## config.mk

```make
export PLATFORM = sky130hd
export DESIGN_NAME = positional_pid_controller_top
export DESIGN_NICKNAME = d
export VERILOG_FILES = /design/src/rtl/ppid_pkg.sv /design/src/rtl/ppid_mul.sv /design/src/rtl/ppid_div.sv /design/src/rtl/positional_pid_controller_top.sv
export SDC_FILE = /design/constraint.sdc
export NUM_CORES = 2
export LEC_CHECK = 0
export ABC_AREA = 1
export BUFFER_PORTS_ARGS = -buffer_cell sky130_fd_sc_hd__buf_2
export CAP_MARGIN = 20
export CORE_UTILIZATION = 39
export DETAILED_ROUTE_END_ITERATION = 8
export PLACE_DENSITY = 0.61
export SLEW_MARGIN = 10
export SYNTH_ARGS = -nofsm -noshare
export SYNTH_HDL_FRONTEND = slang
export SYNTH_SLANG_ARGS = --single-unit
```

## constraint.sdc

```tcl
create_clock -name clock -period 7 [get_ports clock]
set_clock_uncertainty 0.2 [all_clocks]
set_input_delay 2.1 -clock clock [delete_from_list [all_inputs] [get_ports clock]]
set_output_delay 2.1 -clock clock [all_outputs]
set_load 0.1 [all_outputs]
```

## src/rtl/ppid_pkg.sv

```systemverilog
// Shared types and constants for the positional PID controller.
// Used by ppid_mul, ppid_div and positional_pid_controller_top; depends on nothing.
package ppid_pkg;

   // Default saturation width of error and drive
   localparam int VALUE_WIDTH_DEF = 32;

   // Fixed field widths
   localparam int FIELD_W      = 32;   // target, measured, error_value, drive
   localparam int DT_W         = 32;   // time_step
   localparam int INTEG_W      = 48;   // integral and derivative, signed whole numbers (Q48.0)
   localparam int TIME_FRAC_W  = 24;   // time step is in units of 2^-24 s
   localparam int GAIN_FRAC_W  = 16;   // gains have 16 fraction bits: Q6.16, Q5.16, Q4.16

   // Gain registers
   localparam int PROP_W       = 22;
   localparam int INTEG_GAIN_W = 21;
   localparam int DERIV_GAIN_W = 20;
   localparam int CSR_DATA_W   = 22;
   localparam int CSR_INDEX_W  = 2;

   localparam logic [CSR_INDEX_W-1:0] CSR_PROP_GAIN  = 2'd0;
   localparam logic [CSR_INDEX_W-1:0] CSR_INTEG_GAIN = 2'd1;
   localparam logic [CSR_INDEX_W-1:0] CSR_DERIV_GAIN = 2'd2;

   localparam logic [PROP_W-1:0]       PROP_MIN    = 22'd655;
   localparam logic [PROP_W-1:0]       PROP_MAX    = 22'd3276800;
   localparam logic [PROP_W-1:0]       PROP_RESET  = 22'd65536;
   localparam logic [INTEG_GAIN_W-1:0] INTEG_MAX   = 21'd1310720;
   localparam logic [INTEG_GAIN_W-1:0] INTEG_RESET = 21'd6554;
   localparam logic [DERIV_GAIN_W-1:0] DERIV_MAX   = 20'd655360;
   localparam logic [DERIV_GAIN_W-1:0] DERIV_RESET = 20'd3277;

   // Smallest time step, in 2^-24 s units, above 1 us
   localparam logic [DT_W-1:0] DT_MIN_UNITS = 32'd17;

   // Status of a serial arithmetic unit
   typedef struct packed {
      logic busy;
      logic done;
   } unit_stat_type;

endpackage

```

## src/rtl/ppid_mul.sv

```systemverilog
// Bit-serial shift-add multiplier: signed multiplicand, unsigned multiplier.
// Depends on ppid_pkg for the unit status struct.
module ppid_mul #(
   parameter int XW = 48,
   parameter int MW = 32
) (
   input  logic                      clock,
   input  logic                      reset,
   input  logic                      start,
   input  logic signed [XW-1:0]      x,
   input  logic        [MW-1:0]      m,
   output ppid_pkg::unit_stat_type   stat,
   output logic signed [XW+MW-1:0]   prod
);

   localparam int PW = XW + MW;
   localparam int CW = $clog2(MW + 1);
   localparam logic [CW-1:0] CNT_LOAD = CW'(MW);
   localparam logic [CW-1:0] CNT_LAST = CW'(1);

   logic signed [PW-1:0] acc_ff, acc_in;
   logic signed [PW-1:0] xs_ff, xs_in;
   logic [MW-1:0]        m_ff, m_in;
   logic [CW-1:0]        cnt_ff, cnt_in;
   logic                 busy_ff, busy_in;
   logic                 done_ff, done_in;

   // Take one multiplier bit per cycle, least significant first
   always_comb begin
      acc_in  = acc_ff;
      xs_in   = xs_ff;
      m_in    = m_ff;
      cnt_in  = cnt_ff;
      busy_in = busy_ff;
      done_in = 1'b0;
      if (start) begin
         acc_in  = '0;
         xs_in   = PW'(x);
         m_in    = m;
         cnt_in  = CNT_LOAD;
         busy_in = 1'b1;
      end else if (busy_ff) begin
         if (m_ff[0]) begin
            acc_in = acc_ff + xs_ff;
         end
         xs_in  = xs_ff <<< 1;
         m_in   = m_ff >> 1;
         cnt_in = cnt_ff - 1'b1;
         if (cnt_ff == CNT_LAST) begin
            busy_in = 1'b0;
            done_in = 1'b1;
         end
      end
   end

   always_ff @(posedge clock) begin
      acc_ff <= acc_in;
      xs_ff  <= xs_in;
      m_ff   <= m_in;
      cnt_ff <= cnt_in;
      if (reset) begin
         busy_ff <= 1'b0;
         done_ff <= 1'b0;
      end else begin
         busy_ff <= busy_in;
         done_ff <= done_in;
      end
   end

   assign stat.busy = busy_ff;
   assign stat.done = done_ff;
   assign prod      = acc_ff;

endmodule

```

## src/rtl/ppid_div.sv

```systemverilog
// Restoring divider, one quotient bit per cycle, unsigned operands.
// Depends on ppid_pkg for the unit status struct.
module ppid_div #(
   parameter int NW = 57,
   parameter int MW = 32
) (
   input  logic                    clock,
   input  logic                    reset,
   input  logic                    start,
   input  logic [NW-1:0]           num,
   input  logic [MW-1:0]           den,
   output ppid_pkg::unit_stat_type stat,
   output logic [NW-1:0]           quo
);

   localparam int CW = $clog2(NW + 1);
   localparam logic [CW-1:0] CNT_LOAD = CW'(NW);
   localparam logic [CW-1:0] CNT_LAST = CW'(1);

   logic [MW:0]   rem_ff, rem_in;
   logic [NW-1:0] q_ff, q_in;
   logic [MW-1:0] den_ff, den_in;
   logic [CW-1:0] cnt_ff, cnt_in;
   logic          busy_ff, busy_in;
   logic          done_ff, done_in;
   logic [MW:0]   rem_sh;
   logic          fits;

   // Bring down the next numerator bit and trial-subtract the divisor
   always_comb begin
      rem_sh  = {rem_ff[MW-1:0], q_ff[NW-1]};
      fits    = (rem_sh >= {1'b0, den_ff});
      rem_in  = rem_ff;
      q_in    = q_ff;
      den_in  = den_ff;
      cnt_in  = cnt_ff;
      busy_in = busy_ff;
      done_in = 1'b0;
      if (start) begin
         rem_in  = '0;
         q_in    = num;
         den_in  = den;
         cnt_in  = CNT_LOAD;
         busy_in = 1'b1;
      end else if (busy_ff) begin
         rem_in = fits ? (rem_sh - {1'b0, den_ff}) : rem_sh;
         q_in   = {q_ff[NW-2:0], fits};
         cnt_in = cnt_ff - 1'b1;
         if (cnt_ff == CNT_LAST) begin
            busy_in = 1'b0;
            done_in = 1'b1;
         end
      end
   end

   always_ff @(posedge clock) begin
      rem_ff <= rem_in;
      q_ff   <= q_in;
      den_ff <= den_in;
      cnt_ff <= cnt_in;
      if (reset) begin
         busy_ff <= 1'b0;
         done_ff <= 1'b0;
      end else begin
         busy_ff <= busy_in;
         done_ff <= done_in;
      end
   end

   assign stat.busy = busy_ff;
   assign stat.done = done_ff;
   assign quo       = q_ff;

endmodule

```

## src/rtl/positional_pid_controller_top.sv

```systemverilog
// Positional PID controller: sequencer, gain registers and result register.
// Depends on ppid_pkg, ppid_mul (shared serial multiplier) and ppid_div.
//
//   channel | ports                                  | handshake
//   --------+----------------------------------------+-----------------
//   req     | req_target, req_measured, req_time_step| req_valid/ready
//   rsp     | rsp_error_value, rsp_drive             | rsp_valid/ready
//   csr     | csr_index, csr_wdata                   | csr_we, no wait
//
// One word is worked on at a time. The shared multiplier forms four products in
// turn, one multiplier bit per cycle, and the divider gives one quotient bit per
// cycle; no division runs when the time step is below 17 units, and the
// derivative is then zero. Reset is synchronous: gains to defaults, integral and
// last error to zero, sequencer idle, result register empty. A finished word
// waits in the result register while rsp stalls; the sequencer holds in its
// last state until that register is free.
module positional_pid_controller_top #(
   parameter int VALUE_WIDTH = ppid_pkg::VALUE_WIDTH_DEF
) (
   input  logic                                  clock,
   input  logic                                  reset,
   input  logic                                  req_valid,
   output logic                                  req_ready,
   input  logic signed [ppid_pkg::FIELD_W-1:0]   req_target,
   input  logic signed [ppid_pkg::FIELD_W-1:0]   req_measured,
   input  logic        [ppid_pkg::DT_W-1:0]      req_time_step,
   output logic                                  rsp_valid,
   input  logic                                  rsp_ready,
   output logic signed [ppid_pkg::FIELD_W-1:0]   rsp_error_value,
   output logic signed [ppid_pkg::FIELD_W-1:0]   rsp_drive,
   input  logic                                  csr_we,
   input  logic        [ppid_pkg::CSR_INDEX_W-1:0] csr_index,
   input  logic        [ppid_pkg::CSR_DATA_W-1:0]  csr_wdata
);

   localparam int OUT_W  = ppid_pkg::FIELD_W;
   localparam int EW     = VALUE_WIDTH;
   localparam int SUB_W  = (EW > OUT_W + 1) ? EW : OUT_W + 1;
   localparam int DIFF_W = EW + 1;
   localparam int IW     = ppid_pkg::INTEG_W;
   localparam int XW     = (EW > IW) ? EW : IW;
   localparam int MW     = ppid_pkg::DT_W;
   localparam int PW     = XW + MW;
   localparam int TF     = ppid_pkg::TIME_FRAC_W;
   localparam int GF     = ppid_pkg::GAIN_FRAC_W;
   localparam int NW     = DIFF_W + TF;
   localparam int QW     = ((NW > IW) ? NW : IW) + 1;
   localparam int STEP_W = PW - TF;
   localparam int ISUM_W = ((STEP_W > IW) ? STEP_W : IW) + 1;
   localparam int TW     = PW - GF;
   localparam int AW     = TW + 2;
   localparam int PGW    = ppid_pkg::PROP_W;
   localparam int IGW    = ppid_pkg::INTEG_GAIN_W;
   localparam int DGW    = ppid_pkg::DERIV_GAIN_W;

   typedef enum logic [2:0] {
      S_IDLE,
      S_ERR_DT,
      S_DIFF,
      S_DIV,
      S_MUL_P,
      S_MUL_I,
      S_MUL_D,
      S_DONE
   } state_type;

   // Gain registers
   logic [PGW-1:0] prop_gain_ff;
   logic [IGW-1:0] integ_gain_ff;
   logic [DGW-1:0] deriv_gain_ff;
   logic [PGW-1:0] prop_wr, prop_cl;
   logic [IGW-1:0] integ_wr, integ_cl;
   logic [DGW-1:0] deriv_wr, deriv_cl;

   // Sequencer registers
   state_type              state_ff, state_in;
   logic                   start_ff, start_in;
   logic signed [EW-1:0]   err_ff, err_in;
   logic [MW-1:0]          dt_ff, dt_in;
   logic signed [EW-1:0]   last_err_ff, last_err_in;
   logic signed [IW-1:0]   integ_ff, integ_in;
   logic [DIFF_W-1:0]      mag_ff, mag_in;
   logic                   neg_ff, neg_in;
   logic signed [IW-1:0]   deriv_ff, deriv_in;
   logic signed [AW-1:0]   drv_acc_ff, drv_acc_in;
   logic                   rsp_valid_ff, rsp_valid_in;
   logic signed [OUT_W-1:0] rsp_error_ff, rsp_error_in;
   logic signed [OUT_W-1:0] rsp_drive_ff, rsp_drive_in;

   // Datapath nets
   logic signed [SUB_W-1:0]  sub_wide;
   logic signed [EW-1:0]     err_sat;
   logic signed [DIFF_W-1:0] diff_w;
   logic                     diff_neg;
   logic [DIFF_W-1:0]        diff_mag;
   logic signed [STEP_W-1:0] integ_step;
   logic signed [ISUM_W-1:0] integ_sum;
   logic signed [IW-1:0]     integ_sat;
   logic signed [QW-1:0]     deriv_wide;
   logic signed [IW-1:0]     deriv_sat;
   logic signed [TW-1:0]     term;
   logic signed [EW-1:0]     drv_sat;

   // Unit connections
   logic                     mul_start, div_start;
   logic signed [XW-1:0]     mul_x;
   logic [MW-1:0]            mul_m;
   logic signed [PW-1:0]     mul_prod;
   logic [NW-1:0]            div_quo;
   ppid_pkg::unit_stat_type  mul_stat, div_stat;

   // Clamp gain writes into range
   always_comb begin
      prop_wr  = csr_wdata[PGW-1:0];
      integ_wr = csr_wdata[IGW-1:0];
      deriv_wr = csr_wdata[DGW-1:0];
      if (prop_wr < ppid_pkg::PROP_MIN) begin
         prop_cl = ppid_pkg::PROP_MIN;
      end else if (prop_wr > ppid_pkg::PROP_MAX) begin
         prop_cl = ppid_pkg::PROP_MAX;
      end else begin
         prop_cl = prop_wr;
      end
      integ_cl = (integ_wr > ppid_pkg::INTEG_MAX) ? ppid_pkg::INTEG_MAX : integ_wr;
      deriv_cl = (deriv_wr > ppid_pkg::DERIV_MAX) ? ppid_pkg::DERIV_MAX : deriv_wr;
   end

   always_ff @(posedge clock) begin
      if (reset) begin
         prop_gain_ff  <= ppid_pkg::PROP_RESET;
         integ_gain_ff <= ppid_pkg::INTEG_RESET;
         deriv_gain_ff <= ppid_pkg::DERIV_RESET;
      end else if (csr_we) begin
         case (csr_index)
            ppid_pkg::CSR_PROP_GAIN:  prop_gain_ff  <= prop_cl;
            ppid_pkg::CSR_INTEG_GAIN: integ_gain_ff <= integ_cl;
            ppid_pkg::CSR_DERIV_GAIN: deriv_gain_ff <= deriv_cl;
            default: ;
         endcase
      end
   end

   // Saturating error, integral, derivative and drive
   always_comb begin
      sub_wide = SUB_W'(req_target) - SUB_W'(req_measured);
      if ((&sub_wide[SUB_W-1:EW-1]) | ~(|sub_wide[SUB_W-1:EW-1])) begin
         err_sat = sub_wide[EW-1:0];
      end else begin
         err_sat = {sub_wide[SUB_W-1], {(EW-1){~sub_wide[SUB_W-1]}}};
      end

      diff_w   = DIFF_W'(err_ff) - DIFF_W'(last_err_ff);
      diff_neg = diff_w[DIFF_W-1];
      diff_mag = diff_neg ? (~diff_w + 1'b1) : diff_w;

      // error * dt floored to a whole number (Q56.0 at the default width), added with saturation
      integ_step = mul_prod[PW-1:TF];
      integ_sum  = ISUM_W'(integ_ff) + ISUM_W'(integ_step);
      if ((&integ_sum[ISUM_W-1:IW-1]) | ~(|integ_sum[ISUM_W-1:IW-1])) begin
         integ_sat = integ_sum[IW-1:0];
      end else begin
         integ_sat = {integ_sum[ISUM_W-1], {(IW-1){~integ_sum[ISUM_W-1]}}};
      end

      // restore the sign of the quotient, then saturate
      deriv_wide = neg_ff ? -QW'(div_quo) : QW'(div_quo);
      if ((&deriv_wide[QW-1:IW-1]) | ~(|deriv_wide[QW-1:IW-1])) begin
         deriv_sat = deriv_wide[IW-1:0];
      end else begin
         deriv_sat = {deriv_wide[QW-1], {(IW-1){~deriv_wide[QW-1]}}};
      end

      // gain product floored to a whole number (Q64.0 at the default width)
      term = mul_prod[PW-1:GF];

      if ((&drv_acc_ff[AW-1:EW-1]) | ~(|drv_acc_ff[AW-1:EW-1])) begin
         drv_sat = drv_acc_ff[EW-1:0];
      end else begin
         drv_sat = {drv_acc_ff[AW-1], {(EW-1){~drv_acc_ff[AW-1]}}};
      end
   end

   // Select the operands of the shared multiplier
   always_comb begin
      case (state_ff)
         S_MUL_P: begin
            mul_x = XW'(err_ff);
            mul_m = MW'(prop_gain_ff);
         end
         S_MUL_I: begin
            mul_x = XW'(integ_ff);
            mul_m = MW'(integ_gain_ff);
         end
         S_MUL_D: begin
            mul_x = XW'(deriv_ff);
            mul_m = MW'(deriv_gain_ff);
         end
         default: begin
            mul_x = XW'(err_ff);
            mul_m = dt_ff;
         end
      endcase
   end

   assign mul_start = start_ff && (state_ff != S_DIV);
   assign div_start = start_ff && (state_ff == S_DIV);

   // Sequencer: one product or quotient per arithmetic state
   always_comb begin
      state_in     = state_ff;
      start_in     = 1'b0;
      err_in       = err_ff;
      dt_in        = dt_ff;
      last_err_in  = last_err_ff;
      integ_in     = integ_ff;
      mag_in       = mag_ff;
      neg_in       = neg_ff;
      deriv_in     = deriv_ff;
      drv_acc_in   = drv_acc_ff;
      rsp_valid_in = rsp_valid_ff && !rsp_ready;
      rsp_error_in = rsp_error_ff;
      rsp_drive_in = rsp_drive_ff;
      case (state_ff)
         S_IDLE: begin
            if (req_valid) begin
               err_in   = err_sat;
               dt_in    = req_time_step;
               state_in = S_ERR_DT;
               start_in = 1'b1;
            end
         end
         S_ERR_DT: begin
            if (mul_stat.done) begin
               integ_in = integ_sat;
               state_in = S_DIFF;
            end
         end
         S_DIFF: begin
            mag_in      = diff_mag;
            neg_in      = diff_neg;
            last_err_in = err_ff;
            start_in    = 1'b1;
            if (dt_ff >= ppid_pkg::DT_MIN_UNITS) begin
               state_in = S_DIV;
            end else begin
               deriv_in = '0;
               state_in = S_MUL_P;
            end
         end
         S_DIV: begin
            if (div_stat.done) begin
               deriv_in = deriv_sat;
               state_in = S_MUL_P;
               start_in = 1'b1;
            end
         end
         S_MUL_P: begin
            if (mul_stat.done) begin
               drv_acc_in = AW'(term);
               state_in   = S_MUL_I;
               start_in   = 1'b1;
            end
         end
         S_MUL_I: begin
            if (mul_stat.done) begin
               drv_acc_in = drv_acc_ff + AW'(term);
               state_in   = S_MUL_D;
               start_in   = 1'b1;
            end
         end
         S_MUL_D: begin
            if (mul_stat.done) begin
               drv_acc_in = drv_acc_ff + AW'(term);
               state_in   = S_DONE;
            end
         end
         S_DONE: begin
            // hold until the result register is free
            if (!rsp_valid_ff || rsp_ready) begin
               rsp_valid_in = 1'b1;
               rsp_error_in = OUT_W'(err_ff);
               rsp_drive_in = OUT_W'(drv_sat);
               state_in     = S_IDLE;
            end
         end
         default: begin
            state_in = S_IDLE;
         end
      endcase
   end

   always_ff @(posedge clock) begin
      err_ff       <= err_in;
      dt_ff        <= dt_in;
      mag_ff       <= mag_in;
      neg_ff       <= neg_in;
      deriv_ff     <= deriv_in;
      drv_acc_ff   <= drv_acc_in;
      rsp_error_ff <= rsp_error_in;
      rsp_drive_ff <= rsp_drive_in;
      if (reset) begin
         state_ff     <= S_IDLE;
         start_ff     <= 1'b0;
         last_err_ff  <= '0;
         integ_ff     <= '0;
         rsp_valid_ff <= 1'b0;
      end else begin
         state_ff     <= state_in;
         start_ff     <= start_in;
         last_err_ff  <= last_err_in;
         integ_ff     <= integ_in;
         rsp_valid_ff <= rsp_valid_in;
      end
   end

   ppid_mul #(
      .XW (XW),
      .MW (MW)
   ) u_mul (
      .clock (clock),
      .reset (reset),
      .start (mul_start),
      .x     (mul_x),
      .m     (mul_m),
      .stat  (mul_stat),
      .prod  (mul_prod)
   );

   ppid_div #(
      .NW (NW),
      .MW (MW)
   ) u_div (
      .clock (clock),
      .reset (reset),
      .start (div_start),
      .num   ({mag_ff, {TF{1'b0}}}),
      .den   (dt_ff),
      .stat  (div_stat),
      .quo   (div_quo)
   );

   assign req_ready       = (state_ff == S_IDLE);
   assign rsp_valid       = rsp_valid_ff;
   assign rsp_error_value = rsp_error_ff;
   assign rsp_drive       = rsp_drive_ff;

`ifndef SYNTHESIS
   // The multiplier and divider never run at the same time
   a_units_exclusive: assert property (@(posedge clock) disable iff (reset)
      !(mul_stat.busy && div_stat.busy))
      else $error("multiplier and divider busy together");

   // An accepted word starts the error-times-step product
   a_accept_starts_mul: assert property (@(posedge clock) disable iff (reset)
      (req_valid && req_ready) |=> ##1 mul_stat.busy)
      else $error("multiplier not started after accept");

   // Proportional gain stays inside its clamped range
   a_prop_range: assert property (@(posedge clock) disable iff (reset)
      (prop_gain_ff >= ppid_pkg::PROP_MIN) && (prop_gain_ff <= ppid_pkg::PROP_MAX))
      else $error("proportional gain out of range");

   // A finished word waits while the result register is occupied
   a_done_holds: assert property (@(posedge clock) disable iff (reset)
      (state_ff == S_DONE && rsp_valid && !rsp_ready) |=> (state_ff == S_DONE && rsp_valid))
      else $error("result overwritten while stalled");
`endif

endmodule
```

# After elaboration in Yosys (flattened, before gate mapping)
# Cells that the tools add are included.
[op_classes]
n_addsub = 10
order_cmp = 6
eq_ne = 21
n_mux = 48
bitwise_logic = 15
n_reduce_logical = 34
[op_table]
columns = ["op", "n"]
rows = [
  ["32-bit two-way mux", 6],
  ["48-bit two-way mux", 4],
  ["48-bit one-hot mux with 2 select lines", 2],
  ["80-bit two-way mux", 2],
  ["66-bit two-way mux", 2],
  ["66-bit one-hot mux with 2 select lines", 1],
  ["57-bit two-way mux", 2],
  ["32-bit one-hot mux with 3 select lines", 1],
  ["80-bit adder", 1],
  ["66-bit by 64-bit adder with 66-bit output", 1],
  ["32-bit by 32-bit subtractor with 33-bit output", 2],
  ["58-bit two-way mux", 1],
  ["57-bit negation with 58-bit output", 1],
  ["48-bit by 56-bit adder with 57-bit output", 1],
  ["22-bit two-way mux", 2],
  ["35-bit AND reduction", 1],
  ["35-bit OR reduction", 1],
  ["33-bit by 1-bit adder with 33-bit output (second input constant)", 1],
  ["33-bit by 32-bit >= comparator with 1-bit output", 1],
  ["33-bit NOT", 1],
  ["32-bit by 5-bit >= comparator with 1-bit output (second input constant)", 1],
  ["32-bit subtractor", 1],
  ["3-bit two-way mux", 8],
  ["3-bit one-hot mux with 8 select lines", 1],
  ["35 further kinds", 89],
]
[totals]
regBits = 753
in_bits = 125
output_inout_bits = 66
elab_cells = 164

# Depth between registers and ports, before layout
[logic_depth]
depth_word = 8
ltp_mapped = 24
depth_no_buf = 22

# By module
# Synthesis repeated with hierarchy kept, for this count alone.
[unflattened]
hier_cells = 8424
area_unflattened_um2 = 56616.8
[modules_own_cells]
columns = ["module", "n_inst", "cells_each", "area_each_um2", "seq_area_each_um2"]
rows = [
  ["positional_pid_controller_top", 1, 4886, 33303.2, 11250.8],
  ["ppid_mul", 1, 2440, 15422.3, 5124.9],
  ["ppid_div", 1, 1098, 7891.3, 3473.3],
]

# Worst setup path after synthesis
# OpenSTA, ideal clock, no wires.
[synth_timing]
path_kind = "input-to-reg"
startpoint = "input rsp_ready"
endpoint = "register rsp_drive_ff[0] (netlist: rsp_drive[0]) (enable)"
t_arrival_ps = 4940
setup_slack_ps = 1373
cell_stages = 4
path_buffers = 0
cell_sequence = "inv_1 -> nand2_1 -> inv_1 -> nor2_1"
[synth_between]
elab_chain_cells = 2
[synth_lines]
columns = ["element", "line_no", "text"]
rows = [
  ["start, declared", "positional_pid_controller_top.sv:28", "input logic rsp_ready,"],
  ["1-bit logical OR", "positional_pid_controller_top.sv:279", "if (!rsp_valid_ff || rsp_ready) begin"],
  ["2-bit AND reduction (no line)", "n/a", ""],
  ["end signal, assigned", "positional_pid_controller_top.sv:300", "rsp_drive_ff <= rsp_drive_in;"],
  ["end, declared", "positional_pid_controller_top.sv:88", "logic signed [OUT_W-1:0] rsp_drive_ff, rsp_drive_in;"],
]
# No other way between the ends.
# A chain may end at the register's enable or synchronous reset.

# Worst setup path after layout
[layout_timing]
startpoint = "input req_target[0] (netlist bit)"
endpoint = "register err_ff[30], data pin"
[layout_between]
elab_chain_cells = 5
word_cells_on_any_way = 7
cone_classes = "add/sub (1); mux (1); bitwise (3); reduce/logical (2)"
[layout_lines]
columns = ["element", "line_no", "text"]
rows = [
  ["start, declared", "positional_pid_controller_top.sv:24", "input logic signed [ppid_pkg::FIELD_W-1:0] req_target,"],
  ["32-bit by 32-bit subtractor with 33-bit output (*)", "positional_pid_controller_top.sv:145", "sub_wide = SUB_W'(req_target) - SUB_W'(req_measured);"],
  ["2-bit OR reduction", "positional_pid_controller_top.sv:146", "if ((&sub_wide[SUB_W-1:EW-1]) | ~(|sub_wide[SUB_W-1:EW-1])) begin"],
  ["1-bit NOT", "positional_pid_controller_top.sv:146", ""],
  ["1-bit OR", "positional_pid_controller_top.sv:146", ""],
  ["32-bit two-way mux (*)", "positional_pid_controller_top.sv:146", ""],
  ["named net err_sat[30]", "positional_pid_controller_top.sv:92", "logic signed [EW-1:0] err_sat;"],
  ["end signal, assigned", "positional_pid_controller_top.sv:293", "err_ff <= err_in;"],
  ["end, declared", "positional_pid_controller_top.sv:78", "logic signed [EW-1:0] err_ff, err_in;"],
]
# The timed path passes the listed nets; every way through them passes the cells marked *.

==> results.ini <==
[die]
io_pins = 191
dieWidth_um = 374
start_util_pct = 39.3
core-area_sq_um = 137000
die_h_um = 374
dieArea_sq_um = 140000
rows = 136

[flow_run]
cap_viol_max_count = 0

[timing]
period_share_pct = 71.5
fin_setup_tns_ns = 0
hold_viol_final = 0
hold-worst-slack_ns = 0.257
slew_violations = 0
final-setup-viol-count = 0
slew-limit-headroom_pct = 30.9
fmax_ghz = 0.200
rsz0062_at_grt = no
period_minus_slack_ns = 5.01
tightestPinTransition_ns = 1.03

[power]
cellLeakagePower_nw = 26.7
irDropWorstVdd_mv = 0.271
total_power_mw = 24.7
power_density_nw_per_um2 = 411

[global_routing]
antenna_found_initial = 13
grt_overflow = 0
grt_max_degree = 78
grt_pass1_vias = 49600
grtUsageTotal_pct = 28.5
grt_pass1_wl_um = 304000

[clock_tree]
cts_buffers = 91
path_clk_slew_ns = 0.06
h-tree-depth = 3
clock-sinks = 753
cts_hold_buf = 0
post_cts_buffers = 0
cts_root_buf = clkbuf_16
clk_latency_ns = 0.74
cts_tree = built
post_cts_resized = 0
cts_max_path_buffers = 3

[logic_synthesis]
async_flop_share_pct = 0
synth.yosys.seq_area_share_pct = 36.3
synth_ff_type = edfxtp_1
synth_edf_count = 453
ys_ff_latch = 753
synth_area_leader_cell = edfxtp_1
synth_area_leaders = edfxtp_1, nand2_1, dfxtp_1
yosys.cell_types.count = 68
netlist_area_sq_um = 54000
syn-num-nets = 8049
syn_area_per_cell_sq_um = 7.09
synth_top_area_share_pct = 25.2
yosysWarnings = 0
netlist_instances = 7616

[drt]
via_per_inst = 5.36
drt-pass1-iter-count = 6
drc = 0
antenna_left = 0
wirelength_um = 205000
via_count = 51600
drt_iter0_markers = 4638
wire_per_inst_um = 21.2

[worst_setup_path]
worstPathArrival_ns = 5.26
cp_max_fo = 31
path_class = in2reg
crit_path_end_kind = flop
startpoint_type = primary input
worst_ep_required_time_ns = 7.26

[layout]
final_cell_area_sq_um = 60000
areaGrowthSynthToFinish_pct = 11.2
final_nets = 8195
drive_gt1_share_pct = 7.63

[outcome]
status = finished, final reports clean

[placement]
place_congestion = 1.02
dpl_cell_area_sq_um = 56900
port_buffers = 190
hpwl_um = 162000

[worst_hold_path]
hp-class = reg2reg

## registers in the layout (all words and copies together) (netlist names), 22 cells and up
register and count:
u_div.quo 57, deriv_ff 48, prop_gain_ff 22, err_ff 32, mag_ff 33, u_div.rem_ff 32
u_mul.prod 80, last_err_ff 32, dt_ff 32, rsp_drive 32, drv_acc_ff 66, integ_ff 48
u_div.den_ff 32, rsp_error_value 32, u_mul.m_ff 32, u_mul.xs_ff 80
## per-layer routing
metal	wire [um]	track usage [%]
met4	10200	12.9
met3	11700	3.57
met5	60	0
met1	86700	36.1
met2	96000	48.4
## cells in the mapped netlist, drive strengths merged, types with 54 or more instances
cell type and instances:
xor2 178, ha 302, nor3 66, o21ai 498, clkbuf 152, xnor2 105, a221oi 54, nand2 1877
edfxtp 453, dfxtp 300, nand4 81, buf 58, a21oi 649, nand3 373, a31oi 61, nor2 983
inv 1092
## layout by cell type, fill, tap and decap left out, types with 189 or more instances in the layout
cell / count
nand2_1: 1833
inv_1: 1078
nor2_1: 947
a21oi_1: 648
o21ai_0: 486
edfxtp_1: 453
nand3_1: 332
ha_1: 302
dfxtp_1: 300
buf_2: 189
## layout make-up
type	count	area, sq um
inverters	1096	4120
fillers	14300	77500
flip-flops and latches	753	19600
clock buffers	115	2460
diodes	1	2.50
well taps	1794	2240
clock inverters	57	661
multi-input cells	5557	29400
repair buffers	263	1570
## power breakdown
group	total, mW	internal, mW	switching [mW]
Clock	4.95	2.83	2.12
Combinational	12.2	3.74	8.50
Sequential	7.49	6.26	1.23
Total	24.7	12.8	11.9
## worst max-delay path, stage by stage
cell and delay, ns:
buf_2 0.08, inv_1 0.03, ha_1 0.22, fa_1 0.41
o21ai_1 0.38, nand2_1 0.09, o211ai_1 0.20, nand2_1 0.09
nand2_1 0.14, nand2_1 0.07, nand2_1 0.14, nand3_1 0.09
nand2_1 0.10, xor2_1 0.21, nand2_1 0.58, nand2_1 0.25
nand2_1 0.08
## final timing paths
| check | end | from | slack (ns) | depth (start not counted) |
|---|---|---|---|---|
| setup / recovery | err_ff[30]$_DFFE_PP_ | req_target[0] | 1.99 | 17 |
| hold / removal | last_err_ff[19]$_SDFFE_PP0P_ | last_err_ff[19]$_SDFFE_PP0P_ | 0.26 | 2 |
| setup reg to reg | u_mul.prod[60]$_SDFFE_PP0P_ | u_mul.xs_ff[0]$_SDFFCE_PN0P_ | 2.47 | 13 |
| hold reg to reg | last_err_ff[19]$_SDFFE_PP0P_ | last_err_ff[19]$_SDFFE_PP0P_ | 0.26 | 2 |
## through the flow
stage | setup slack (ns) | util (%) | cells
6_report | 1.99 | 43.7 | 9636
3_5_place_dp | 1.26 | 41.4 | 9461
2_1_floorplan | 1.37 | - | 7616
4_1_cts | 2.04 | 43.6 | 9633
5_1_grt | 1.72 | 43.7 | 9635
3_3_place_gp | 1.25 | 41.3 | 9459
## cells by family after synthesis
| family | share of synthesized area, % |
|---|---|
| DFF | 36.3 |
| xor gates and xnor gates | 4.65 |
| and+or+nand+nor | 27.0 |
| AOI/OAI and AO/OA | 15.4 |
| adders and majority gates | 7.22 |
| buffers and inverters | 9.43 |
(Power assumes the default switching activity.)
